==> src/hw/rtl/bucd_pkg.sv <==
// Shared types, constants and a helper function of the battery undervoltage lockout block.
package bucd_pkg;

    localparam int AdcW      = 12;
    localparam int BusW      = 16;
    localparam int LevelW    = 17;
    localparam int CellMvW   = 13;
    localparam int DebW      = 16;
    localparam int CountW    = 4;
    localparam int StampW    = 32;
    localparam int ProdW     = 21;
    localparam int RecipW    = 22;
    localparam int ScaledW   = ProdW + RecipW;
    localparam int ScaleSh   = 27;
    localparam int QuoW      = CountW + 1;
    localparam int DivW      = LevelW;
    localparam int AddrW     = 5;
    localparam int DataW     = 32;
    localparam int IdxW      = 3;

    localparam logic [8:0]        MulAdc   = 9'd437;
    localparam logic [RecipW-1:0] RecipM   = 22'd2855697;
    localparam logic [BusW-1:0]   BusMax   = 16'd38075;
    localparam logic [QuoW-1:0]   QuoSat   = 5'h10;
    localparam logic [2:0]        DivSteps = 3'd5;

    localparam logic [CellMvW-1:0] RstFullMv    = 13'd4200;
    localparam logic [CellMvW-1:0] RstCutoffMv  = 13'd3300;
    localparam logic [CellMvW-1:0] RstRecoverMv = 13'd3500;
    localparam logic [DebW-1:0]    RstDebMs     = 16'd100;
    localparam logic [CountW-1:0]  RstMinCells  = 4'd4;
    localparam logic [CountW-1:0]  RstMaxCells  = 4'd6;

    localparam logic [IdxW-1:0] RegFullMv    = 3'd0;
    localparam logic [IdxW-1:0] RegCutoffMv  = 3'd1;
    localparam logic [IdxW-1:0] RegRecoverMv = 3'd2;
    localparam logic [IdxW-1:0] RegDebMs     = 3'd3;
    localparam logic [IdxW-1:0] RegMinCells  = 3'd4;
    localparam logic [IdxW-1:0] RegMaxCells  = 3'd5;

    typedef struct packed {
        logic [CellMvW-1:0] cell_full_mv;
        logic [CellMvW-1:0] cell_cutoff_mv;
        logic [CellMvW-1:0] cell_recover_mv;
        logic [DebW-1:0]    debounce_ms;
        logic [CountW-1:0]  min_cells;
        logic [CountW-1:0]  max_cells;
    } t_cfg;

    typedef struct packed {
        logic load_in;
        logic scale_mul;
        logic scale_div;
        logic tick_upd;
        logic div_start_a;
        logic div_start_b;
        logic take_a;
        logic detect_fin;
        logic levels;
        logic out_load;
    } t_cmd;

    typedef struct packed {
        logic opcode;
        logic div_done;
    } t_status;

    function automatic logic [CountW-1:0] clamp_count(input logic [QuoW-1:0] v,
                                                      input logic [CountW-1:0] lo,
                                                      input logic [CountW-1:0] hi);
        logic [CountW-1:0] res;
        if (v < {1'b0, lo}) begin
            res = lo;
        end else if (v > {1'b0, hi}) begin
            res = hi;
        end else begin
            res = v[CountW-1:0];
        end
        return res;
    endfunction

endpackage

==> src/hw/rtl/bucd_div.sv <==
// Iterative divider that gives a quotient saturated at sixteen, one trial subtraction a cycle.
module bucd_div
    import bucd_pkg::*;
(
    input  logic              i_clk,
    input  logic              i_rst_n,
    input  logic              i_start,
    input  logic [DivW-1:0]   i_dividend,
    input  logic [CellMvW-1:0] i_divisor,
    output logic              o_done,
    output logic [QuoW-1:0]   o_quo
);

    logic              r_busy;
    logic [2:0]        r_cnt;
    logic              r_done;
    logic [DivW-1:0]   r_rem;
    logic [CellMvW-1:0] r_dvs;
    logic [QuoW-1:0]   r_quo;

    logic [2:0]        w_shift;
    logic [DivW:0]     w_trial;
    logic              w_ge;

    assign w_shift = r_cnt - 3'd1;
    assign w_trial = {{(DivW + 1 - CellMvW){1'b0}}, r_dvs} << w_shift;
    assign w_ge    = {1'b0, r_rem} >= w_trial;

    always_ff @(posedge i_clk) begin
        if (!i_rst_n) begin
            r_busy <= 1'b0;
            r_cnt  <= 3'd0;
            r_done <= 1'b0;
        end else begin
            r_done <= 1'b0;
            if (i_start) begin
                r_busy <= 1'b1;
                r_cnt  <= DivSteps;
            end else if (r_busy) begin
                r_cnt <= r_cnt - 3'd1;
                if ((r_cnt == DivSteps && w_ge) || r_cnt == 3'd1) begin
                    r_busy <= 1'b0;
                    r_done <= 1'b1;
                end
            end
        end
    end

    always_ff @(posedge i_clk) begin
        if (i_start) begin
            r_rem <= i_dividend;
            r_dvs <= i_divisor;
            r_quo <= '0;
        end else if (r_busy && w_ge) begin
            if (r_cnt == DivSteps) begin
                r_quo <= QuoSat;
            end else begin
                r_rem                <= r_rem - w_trial[DivW-1:0];
                r_quo[w_shift[1:0]]  <= 1'b1;
            end
        end
    end

    assign o_done = r_done;
    assign o_quo  = r_quo;

endmodule

==> src/hw/rtl/bucd_regs.sv <==
// Configuration register file behind the APB-style port.
module bucd_regs
    import bucd_pkg::*;
(
    input  logic             i_clk,
    input  logic             i_rst_n,
    input  logic             psel,
    input  logic             penable,
    input  logic             pwrite,
    input  logic [AddrW-1:0] paddr,
    input  logic [DataW-1:0] pwdata,
    output logic [DataW-1:0] prdata,
    output logic             pready,
    output t_cfg             o_cfg
);

    t_cfg            r_cfg;
    logic [IdxW-1:0] w_idx;
    logic            w_wr;

    assign w_idx  = paddr[AddrW-1:2];
    assign w_wr   = psel && penable && pwrite;
    assign pready = 1'b1;

    always_ff @(posedge i_clk) begin
        if (!i_rst_n) begin
            r_cfg.cell_full_mv    <= RstFullMv;
            r_cfg.cell_cutoff_mv  <= RstCutoffMv;
            r_cfg.cell_recover_mv <= RstRecoverMv;
            r_cfg.debounce_ms     <= RstDebMs;
            r_cfg.min_cells       <= RstMinCells;
            r_cfg.max_cells       <= RstMaxCells;
        end else if (w_wr) begin
            case (w_idx)
                RegFullMv:    r_cfg.cell_full_mv    <= pwdata[CellMvW-1:0];
                RegCutoffMv:  r_cfg.cell_cutoff_mv  <= pwdata[CellMvW-1:0];
                RegRecoverMv: r_cfg.cell_recover_mv <= pwdata[CellMvW-1:0];
                RegDebMs:     r_cfg.debounce_ms     <= pwdata[DebW-1:0];
                RegMinCells:  r_cfg.min_cells       <= pwdata[CountW-1:0];
                RegMaxCells:  r_cfg.max_cells       <= pwdata[CountW-1:0];
                default: begin
                end
            endcase
        end
    end

    always_comb begin
        case (w_idx)
            RegFullMv:    prdata = {{(DataW - CellMvW){1'b0}}, r_cfg.cell_full_mv};
            RegCutoffMv:  prdata = {{(DataW - CellMvW){1'b0}}, r_cfg.cell_cutoff_mv};
            RegRecoverMv: prdata = {{(DataW - CellMvW){1'b0}}, r_cfg.cell_recover_mv};
            RegDebMs:     prdata = {{(DataW - DebW){1'b0}}, r_cfg.debounce_ms};
            RegMinCells:  prdata = {{(DataW - CountW){1'b0}}, r_cfg.min_cells};
            RegMaxCells:  prdata = {{(DataW - CountW){1'b0}}, r_cfg.max_cells};
            default:      prdata = '0;
        endcase
    end

    assign o_cfg = r_cfg;

endmodule

==> src/hw/rtl/bucd_ctrl.sv <==
// Controller state machine that sequences scaling, detection, ticks and the output word.
module bucd_ctrl
    import bucd_pkg::*;
(
    input  logic    i_clk,
    input  logic    i_rst_n,
    input  logic    i_valid,
    output logic    o_ready,
    output logic    o_valid,
    input  logic    i_ready,
    input  t_status i_status,
    output t_cmd    o_cmd
);

    typedef enum logic [7:0] {
        S_IDLE   = 8'b0000_0001,
        S_SCALE1 = 8'b0000_0010,
        S_SCALE2 = 8'b0000_0100,
        S_BRANCH = 8'b0000_1000,
        S_DIVA   = 8'b0001_0000,
        S_DIVB   = 8'b0010_0000,
        S_LEVELS = 8'b0100_0000,
        S_FINISH = 8'b1000_0000
    } t_state;

    t_state r_state;
    t_state n_state;
    logic   r_out_valid;
    logic   n_out_valid;

    always_comb begin
        n_state = r_state;
        o_cmd   = '0;
        case (r_state)
            S_IDLE: begin
                if (i_valid) begin
                    o_cmd.load_in = 1'b1;
                    n_state       = S_SCALE1;
                end
            end
            S_SCALE1: begin
                o_cmd.scale_mul = 1'b1;
                n_state         = S_SCALE2;
            end
            S_SCALE2: begin
                o_cmd.scale_div = 1'b1;
                n_state         = S_BRANCH;
            end
            S_BRANCH: begin
                if (i_status.opcode) begin
                    o_cmd.tick_upd = 1'b1;
                    n_state        = S_FINISH;
                end else begin
                    o_cmd.div_start_a = 1'b1;
                    n_state           = S_DIVA;
                end
            end
            S_DIVA: begin
                if (i_status.div_done) begin
                    o_cmd.take_a      = 1'b1;
                    o_cmd.div_start_b = 1'b1;
                    n_state           = S_DIVB;
                end
            end
            S_DIVB: begin
                if (i_status.div_done) begin
                    o_cmd.detect_fin = 1'b1;
                    n_state          = S_LEVELS;
                end
            end
            S_LEVELS: begin
                o_cmd.levels = 1'b1;
                n_state      = S_FINISH;
            end
            S_FINISH: begin
                if (!r_out_valid || i_ready) begin
                    o_cmd.out_load = 1'b1;
                    n_state        = S_IDLE;
                end
            end
            default: begin
                n_state = S_IDLE;
            end
        endcase
    end

    always_comb begin
        n_out_valid = r_out_valid;
        if (o_cmd.out_load) begin
            n_out_valid = 1'b1;
        end else if (i_ready) begin
            n_out_valid = 1'b0;
        end
    end

    always_ff @(posedge i_clk) begin
        if (!i_rst_n) begin
            r_state     <= S_IDLE;
            r_out_valid <= 1'b0;
        end else begin
            r_state     <= n_state;
            r_out_valid <= n_out_valid;
        end
    end

    assign o_ready = (r_state == S_IDLE);
    assign o_valid = r_out_valid;

endmodule

==> src/hw/rtl/bucd_dp.sv <==
// Datapath: bus scaling, cell count detection, pack levels, lockout state and output word.
module bucd_dp
    import bucd_pkg::*;
(
    input  logic              i_clk,
    input  logic              i_rst_n,
    input  t_cmd              i_cmd,
    output t_status           o_status,
    input  t_cfg              i_cfg,
    input  logic              i_opcode,
    input  logic [AdcW-1:0]   i_adc_mv,
    input  logic [StampW-1:0] i_now_ms,
    output logic              o_uvlo_active,
    output logic [CountW-1:0] o_cell_count,
    output logic [BusW-1:0]   o_bus_mv,
    output logic [LevelW-1:0] o_cutoff_mv,
    output logic [LevelW-1:0] o_recover_mv,
    output logic              o_below_pending
);

    logic              r_opcode;
    logic [AdcW-1:0]   r_adc;
    logic [StampW-1:0] r_now;
    logic [ProdW-1:0]  r_prod;
    logic [BusW-1:0]   r_bus;
    logic [CountW-1:0] r_qa;

    logic              r_armed;
    logic              r_lockout;
    logic              r_pending;
    logic [StampW-1:0] r_below_start;
    logic [CountW-1:0] r_cells;
    logic [LevelW-1:0] r_pack_cutoff;
    logic [LevelW-1:0] r_pack_recover;
    logic [BusW-1:0]   r_last_bus;

    logic              r_o_uvlo;
    logic [CountW-1:0] r_o_cells;
    logic [BusW-1:0]   r_o_bus;
    logic [LevelW-1:0] r_o_cutoff;
    logic [LevelW-1:0] r_o_recover;
    logic              r_o_pending;

    logic [ScaledW-1:0] w_scaled;
    logic               w_div_start;
    logic [DivW-1:0]    w_dividend;
    logic [CellMvW-1:0] w_divisor;
    logic               w_div_done;
    logic [QuoW-1:0]    w_quo;
    logic [CountW-1:0]  w_qb;
    logic [CountW-1:0]  w_max_ab;
    logic [CountW-1:0]  w_count;
    logic [LevelW-1:0]  w_lvl_cut;
    logic [LevelW-1:0]  w_lvl_rec;
    logic [StampW-1:0]  w_elapsed;
    logic [LevelW-1:0]  w_bus_ext;

    assign w_scaled = ScaledW'(r_prod) * ScaledW'(RecipM);

    assign w_div_start = i_cmd.div_start_a || i_cmd.div_start_b;
    assign w_dividend  = i_cmd.div_start_a
                       ? ({1'b0, r_bus} + {{(DivW - CellMvW){1'b0}}, i_cfg.cell_full_mv}
                          - DivW'(1))
                       : {1'b0, r_bus};
    assign w_divisor   = i_cmd.div_start_a ? i_cfg.cell_full_mv : i_cfg.cell_cutoff_mv;

    bucd_div u_div (
        .i_clk      (i_clk),
        .i_rst_n    (i_rst_n),
        .i_start    (w_div_start),
        .i_dividend (w_dividend),
        .i_divisor  (w_divisor),
        .o_done     (w_div_done),
        .o_quo      (w_quo)
    );

    assign w_qb     = clamp_count(w_quo, i_cfg.min_cells, i_cfg.max_cells);
    assign w_max_ab = (r_qa > w_qb) ? r_qa : w_qb;
    assign w_count  = (r_bus == '0) ? i_cfg.min_cells
                    : clamp_count({1'b0, w_max_ab}, i_cfg.min_cells, i_cfg.max_cells);

    assign w_lvl_cut = {{(LevelW - CountW){1'b0}}, r_cells}
                     * {{(LevelW - CellMvW){1'b0}}, i_cfg.cell_cutoff_mv};
    assign w_lvl_rec = {{(LevelW - CountW){1'b0}}, r_cells}
                     * {{(LevelW - CellMvW){1'b0}}, i_cfg.cell_recover_mv};

    assign w_elapsed = r_now - r_below_start;
    assign w_bus_ext = {1'b0, r_bus};

    always_ff @(posedge i_clk) begin
        if (i_cmd.load_in) begin
            r_opcode <= i_opcode;
            r_adc    <= i_adc_mv;
            r_now    <= i_now_ms;
        end
        if (i_cmd.scale_mul) begin
            r_prod <= ProdW'(r_adc) * ProdW'(MulAdc);
        end
        if (i_cmd.scale_div) begin
            r_bus <= w_scaled[ScaleSh+BusW-1:ScaleSh];
        end
        if (i_cmd.take_a) begin
            r_qa <= clamp_count(w_quo, i_cfg.min_cells, i_cfg.max_cells);
        end
        if (i_cmd.out_load) begin
            r_o_uvlo    <= r_lockout;
            r_o_cells   <= r_cells;
            r_o_bus     <= r_last_bus;
            r_o_cutoff  <= r_pack_cutoff;
            r_o_recover <= r_pack_recover;
            r_o_pending <= r_pending;
        end
    end

    always_ff @(posedge i_clk) begin
        if (!i_rst_n) begin
            r_armed        <= 1'b0;
            r_lockout      <= 1'b0;
            r_pending      <= 1'b0;
            r_below_start  <= '0;
            r_cells        <= RstMinCells;
            r_pack_cutoff  <= '0;
            r_pack_recover <= '0;
            r_last_bus     <= '0;
        end else if (i_cmd.detect_fin) begin
            r_cells       <= w_count;
            r_lockout     <= 1'b0;
            r_pending     <= 1'b0;
            r_below_start <= '0;
            r_last_bus    <= r_bus;
            r_armed       <= 1'b1;
        end else if (i_cmd.levels) begin
            r_pack_cutoff  <= w_lvl_cut;
            r_pack_recover <= w_lvl_rec;
        end else if (i_cmd.tick_upd) begin
            if (!r_armed) begin
                r_last_bus <= '0;
            end else begin
                r_last_bus <= r_bus;
                if (r_lockout) begin
                    if (w_bus_ext >= r_pack_recover) begin
                        r_lockout <= 1'b0;
                    end
                    r_pending     <= 1'b0;
                    r_below_start <= '0;
                end else if (w_bus_ext < r_pack_cutoff) begin
                    if (!r_pending) begin
                        r_pending     <= 1'b1;
                        r_below_start <= r_now;
                    end else if (w_elapsed >= {{(StampW - DebW){1'b0}}, i_cfg.debounce_ms}) begin
                        r_lockout     <= 1'b1;
                        r_pending     <= 1'b0;
                        r_below_start <= '0;
                    end
                end else begin
                    r_pending     <= 1'b0;
                    r_below_start <= '0;
                end
            end
        end
    end

    assign o_status.opcode   = r_opcode;
    assign o_status.div_done = w_div_done;

    assign o_uvlo_active   = r_o_uvlo;
    assign o_cell_count    = r_o_cells;
    assign o_bus_mv        = r_o_bus;
    assign o_cutoff_mv     = r_o_cutoff;
    assign o_recover_mv    = r_o_recover;
    assign o_below_pending = r_o_pending;

endmodule

==> src/hw/rtl/battery_uvlo_cell_detect_core.sv <==
// Top level of the battery undervoltage lockout and series cell detection block.
// Each input word carries an ADC pin voltage, scaled to bus millivolts by two registered
// multiplications, and yields one result word. A tick word passes the scaling, branch
// and finish states; a detection word also uses the shared divider, which makes two passes
// for the full-charge and cutoff quotients, and the levels state. One word is worked on at
// a time, and the next is accepted as soon as the result has been placed in the output
// register, even while it waits to be taken. The user must write the configuration registers
// through the APB-style port only while the block is idle; the block does not enforce this.
module battery_uvlo_cell_detect_core
    import bucd_pkg::*;
(
    input  logic              i_clk,
    input  logic              i_rst_n,
    input  logic              psel,
    input  logic              penable,
    input  logic              pwrite,
    input  logic [AddrW-1:0]  paddr,
    input  logic [DataW-1:0]  pwdata,
    output logic [DataW-1:0]  prdata,
    output logic              pready,
    input  logic              i_valid,
    output logic              o_ready,
    input  logic              i_opcode,
    input  logic [AdcW-1:0]   i_adc_mv,
    input  logic [StampW-1:0] i_now_ms,
    output logic              o_valid,
    input  logic              i_ready,
    output logic              o_uvlo_active,
    output logic [CountW-1:0] o_cell_count,
    output logic [BusW-1:0]   o_bus_mv,
    output logic [LevelW-1:0] o_cutoff_mv,
    output logic [LevelW-1:0] o_recover_mv,
    output logic              o_below_pending
);

    t_cfg    w_cfg;
    t_cmd    w_cmd;
    t_status w_status;

    bucd_regs u_regs (
        .i_clk   (i_clk),
        .i_rst_n (i_rst_n),
        .psel    (psel),
        .penable (penable),
        .pwrite  (pwrite),
        .paddr   (paddr),
        .pwdata  (pwdata),
        .prdata  (prdata),
        .pready  (pready),
        .o_cfg   (w_cfg)
    );

    bucd_ctrl u_ctrl (
        .i_clk    (i_clk),
        .i_rst_n  (i_rst_n),
        .i_valid  (i_valid),
        .o_ready  (o_ready),
        .o_valid  (o_valid),
        .i_ready  (i_ready),
        .i_status (w_status),
        .o_cmd    (w_cmd)
    );

    bucd_dp u_dp (
        .i_clk           (i_clk),
        .i_rst_n         (i_rst_n),
        .i_cmd           (w_cmd),
        .o_status        (w_status),
        .i_cfg           (w_cfg),
        .i_opcode        (i_opcode),
        .i_adc_mv        (i_adc_mv),
        .i_now_ms        (i_now_ms),
        .o_uvlo_active   (o_uvlo_active),
        .o_cell_count    (o_cell_count),
        .o_bus_mv        (o_bus_mv),
        .o_cutoff_mv     (o_cutoff_mv),
        .o_recover_mv    (o_recover_mv),
        .o_below_pending (o_below_pending)
    );

endmodule

==> config.mk <==
export PLATFORM = sky130hd
export DESIGN_NAME = battery_uvlo_cell_detect_core
export DESIGN_NICKNAME = d
export VERILOG_FILES = /design/src/hw/rtl/bucd_pkg.sv /design/src/hw/rtl/bucd_div.sv /design/src/hw/rtl/bucd_regs.sv /design/src/hw/rtl/bucd_ctrl.sv /design/src/hw/rtl/bucd_dp.sv /design/src/hw/rtl/battery_uvlo_cell_detect_core.sv
export SDC_FILE = /design/constraint.sdc
export NUM_CORES = 2
export LEC_CHECK = 0
export BUFFER_PORTS_ARGS = -buffer_cell sky130_fd_sc_hd__buf_2
export CAP_MARGIN = 20
export CORE_MARGIN = 3
export CORE_UTILIZATION = 35
export CTS_CLUSTER_SIZE = 40
export DETAILED_ROUTE_END_ITERATION = 12
export HOLD_SLACK_MARGIN = 0.02
export SLEW_MARGIN = 30
export SYNTH_ARGS = -nofsm -noshare
export SYNTH_HDL_FRONTEND = slang
export SYNTH_SLANG_ARGS = --single-unit
==> constraint.sdc <==
create_clock -name i_clk -period 17.1 [get_ports i_clk]
set_input_delay 4.275 -clock i_clk [delete_from_list [all_inputs] [get_ports i_clk]]
set_output_delay 4.275 -clock i_clk [all_outputs]
set_load 0.03 [all_outputs]
==> run metrics <==
run status=finished clean; Seq/Total Area, Yosys=between 20% and 30%; core box area=between 0.08 and 0.09 mm²; Ports=180; Post-route DRC=0; final worst-path cycle share=roughly 61%; Max Cap Viol=0; Routed Antenna Nets=0; RSZ-0062 raised after global routing=no; FP Rows=approximately 110; total wire length=roughly 74000 µm; fmax=around 96 MHz; die footprint=0.0887 mm²; syn_area_per_cell=~10 µm²; ys flop type=edfxtp_1; XOR/XNOR share of the synthesized area=approximately 2.8%; final hold viol count=0; cts bufs inserted=40; cts hold-fix bufs=0; Clock Skew=roughly 0.034 ns; first-pass GRT wire length=~120000 µm; Die H=approximately 300 µm; Layout area overhead=11.3%; vias in the first global route=between 20000 and 25000; share of cells above drive strength 1=9.20%; Critical Path AT=~6.1 ns; postcts setup bufs=0; Post-synth top cells=inv_1 (475), ha_1 (456), nand2_1 (300); Pwr Density=about 150 mW/mm²; register bit total from synthesis=roughly 340; Root Driver=clkbuf_16; Final Net Count=3935; Final Non-Filler Cells=about 4300; PortBufs=roughly 140; per-cell routed wire length=17.0 µm; mux share of post-synthesis cell area=roughly 2.5%; iteration-0 DRC count of the detailed router=approximately 1300; ranking of synthesized cells by area=ha_1 (19%), edfxtp_1 (17%), fa_1 (14%); Reg clk slew, reported paths=0.06 ns; Unique masters post-synth=84; WS Path Type=in -> out; post-CTS sizing=0; Critical R2R Capture=u_dp.r_bus[15]; Via Count=21400; hold slack=approximately 0.44 ns; Ys Warns=0; crit path from=paddr[2]; routed vias/inst=around 5; Post-Syn Instances=3049; FFs w/ async S/R, synth=0%; Synth Area in Compound Gates=~13%; CP required=about 13 ns; TNS Setup=0 ns; ant diodes=0; Congestion Overflow GR=0; largest family of logic cells by synthesized area=adder cells; DR pass1 iterations=5; Worst-Margin Slew=0.923 ns; crit end category=primary output; hpwl dp=58300 µm; CTS tree=built; Core Util, Final=between 30% and 40%; Peak VDD IR=~0.23 mV; Clock Sinks=343; synthesized-area fraction occupied by adder cells=between 30% and 40%; Final Wtd Congestion=0.870; total track usage=16.5%; initial antenna violation count=1; Min Clock Period, post-route=10.37 ns; Starting Density=between 30% and 40%; r2r setup slk=slightly below 10 ns; largest net degree at the start of global routing=around 100; Synth area leader=ha_1; most common cell in the netlist=inv_1; Final Setup Violations=0; die width=298 µm; Setup crit start kind=primary input; Max-slew headroom=38.3%; Clock Latency Late Sink=0.57 ns; H-tree Lvls=2; CP max FO=22; crit path to=prdata[2]; Leakage=between 0.01 and 0.015 µW; worst-case reg-to-reg path depth=23; EDFF count, synth=between 150 and 200; Mapped Area=between 0.02 and 0.03 mm²; Worst R2R Start=u_dp.r_prod[8]; Synth top area share=a little under a fifth; placed cell count=between 4000 and 5000; clk buf depth=3; Worst Hold Class=reg -> reg; Synth Area in Simple Gates=approximately an eighth; final-report max-slew violation count=0
==> stage by stage <==
step / total power (µW) / setup WS [ns] / area, µm²
after floorplan: 3400 / 6.99 / 29900
final: 5020 / 6.73 / 33200
after global placement: 4110 / 6.80 / 31800
after detailed placement: 4120 / 6.73 / 31800
after global routing: 5610 / 6.49 / 33200
after CTS: 5090 / 6.72 / 33200
==> placed cells by master (no fill, tap or decap), types with 12 or more instances in the layout <==
cell       netlist  final
inv_1          475    475
ha_1           456    456
nand2_1        300    300
fa_1           213    213
edfxtp_1       172    172
dfxtp_1        171    170
buf_2            2    143
a21oi_1        126    126
nor2_1         113    111
o21ai_0        105    105
and2_1          69     68
nor2b_1         63     62
a21boi_0        54     54
xnor2_1         52     52
nand3_1         51     51
xor2_1          43     43
a21o_1          40     40
clkbuf_16        0     40
nor3_1          38     36
a22o_1          35     35
mux2i_1         28     28
buf_4           20     28
o211ai_1        26     26
nand4_1         25     25
a22oi_1         25     25
o21a_1          23     23
a211oi_1        19     19
nand2b_1        18     18
and3_1          17     17
conb_1           2     17
mux4_2          16     16
o22ai_1         13     13
or2_2           12     12
==> where the power goes <==
group	switching [µW]	internal, µW
Sequential	32.5	1020
Clock	360	552
Combinational	1690	1380
==> how the worst min path moves through the flow <==
stage	from	endpoint	slack [ns]	cells past startpoint
2_1_floorplan	u_dp.r_cells[1]	u_dp.o_cell_count[1]	0.41	0
3_3_place_gp	u_dp.r_last_bus[13]	u_dp.o_bus_mv[13]	0.42	0
3_5_place_dp	u_dp.r_last_bus[0]	u_dp.o_bus_mv[0]	0.42	0
4_1_cts	u_dp.r_last_bus[0]	u_dp.o_bus_mv[0]	0.43	0
5_1_grt	u_dp.r_last_bus[14]	u_dp.o_bus_mv[14]	0.44	0
6_report	u_dp.r_last_bus[0]	u_dp.o_bus_mv[0]	0.44	0
==> cells by family after synthesis <==
kind of cell,after synthesis
XOR/XNOR,95
AND/OR/NAND/NOR,753
AO/OA/AOI/OAI,557
multiplexers,53
buffers and inverters,577
other,2
adder cells (fa/ha/maj),669
flip-flops,343
==> flip-flops by register name (all words and copies together), names as in the netlist, 5 cells and up <==
signal	count
u_regs.o_cfg	63
u_dp.r_below_start	32
u_dp.r_now	32
u_dp.r_prod	21
u_dp.o_cutoff_mv	17
u_dp.o_recover_mv	17
u_dp.r_pack_cutoff	17
u_dp.r_pack_recover	17
u_dp.u_div.r_rem	17
u_dp.o_bus_mv	16
u_dp.r_bus	16
u_dp.r_last_bus	16
u_dp.u_div.r_dvs	13
u_dp.r_adc	12
u_ctrl.r_state	8
u_dp.u_div.o_quo	5
==> per-layer routing <==
layer | part of all wire, % | track usage, % | routed length [µm]
met5 | 0 | 0 | 0
met4 | 2.4 | 4.14 | 1740
met3 | 4.2 | 2.43 | 3130
met2 | 45 | 26.3 | 33000
met1 | 49 | 23.5 | 35900
==> worst max-delay path, stage by stage <==
cell and delay [ns]:
buf_2 0.43, clkinv_1 0.48, nor2_1 0.30, a22oi_1 0.12, o22ai_1 0.17, a21o_1 0.12
buf_2 0.19
==> layout make-up <==
| type | count | area (µm²) |
|---|---|---|
| flip-flops and latches | 343 | 8590 |
| well taps | 1134 | 1420 |
| fillers | 8411 | 50900 |
| multi-input cells | 2144 | 19100 |
| inverters | 477 | 1790 |
| repair buffers | 171 | 926 |
| clock inverters | 20 | 298 |
| clock buffers | 53 | 1080 |
(Power assumes the default switching activity.)
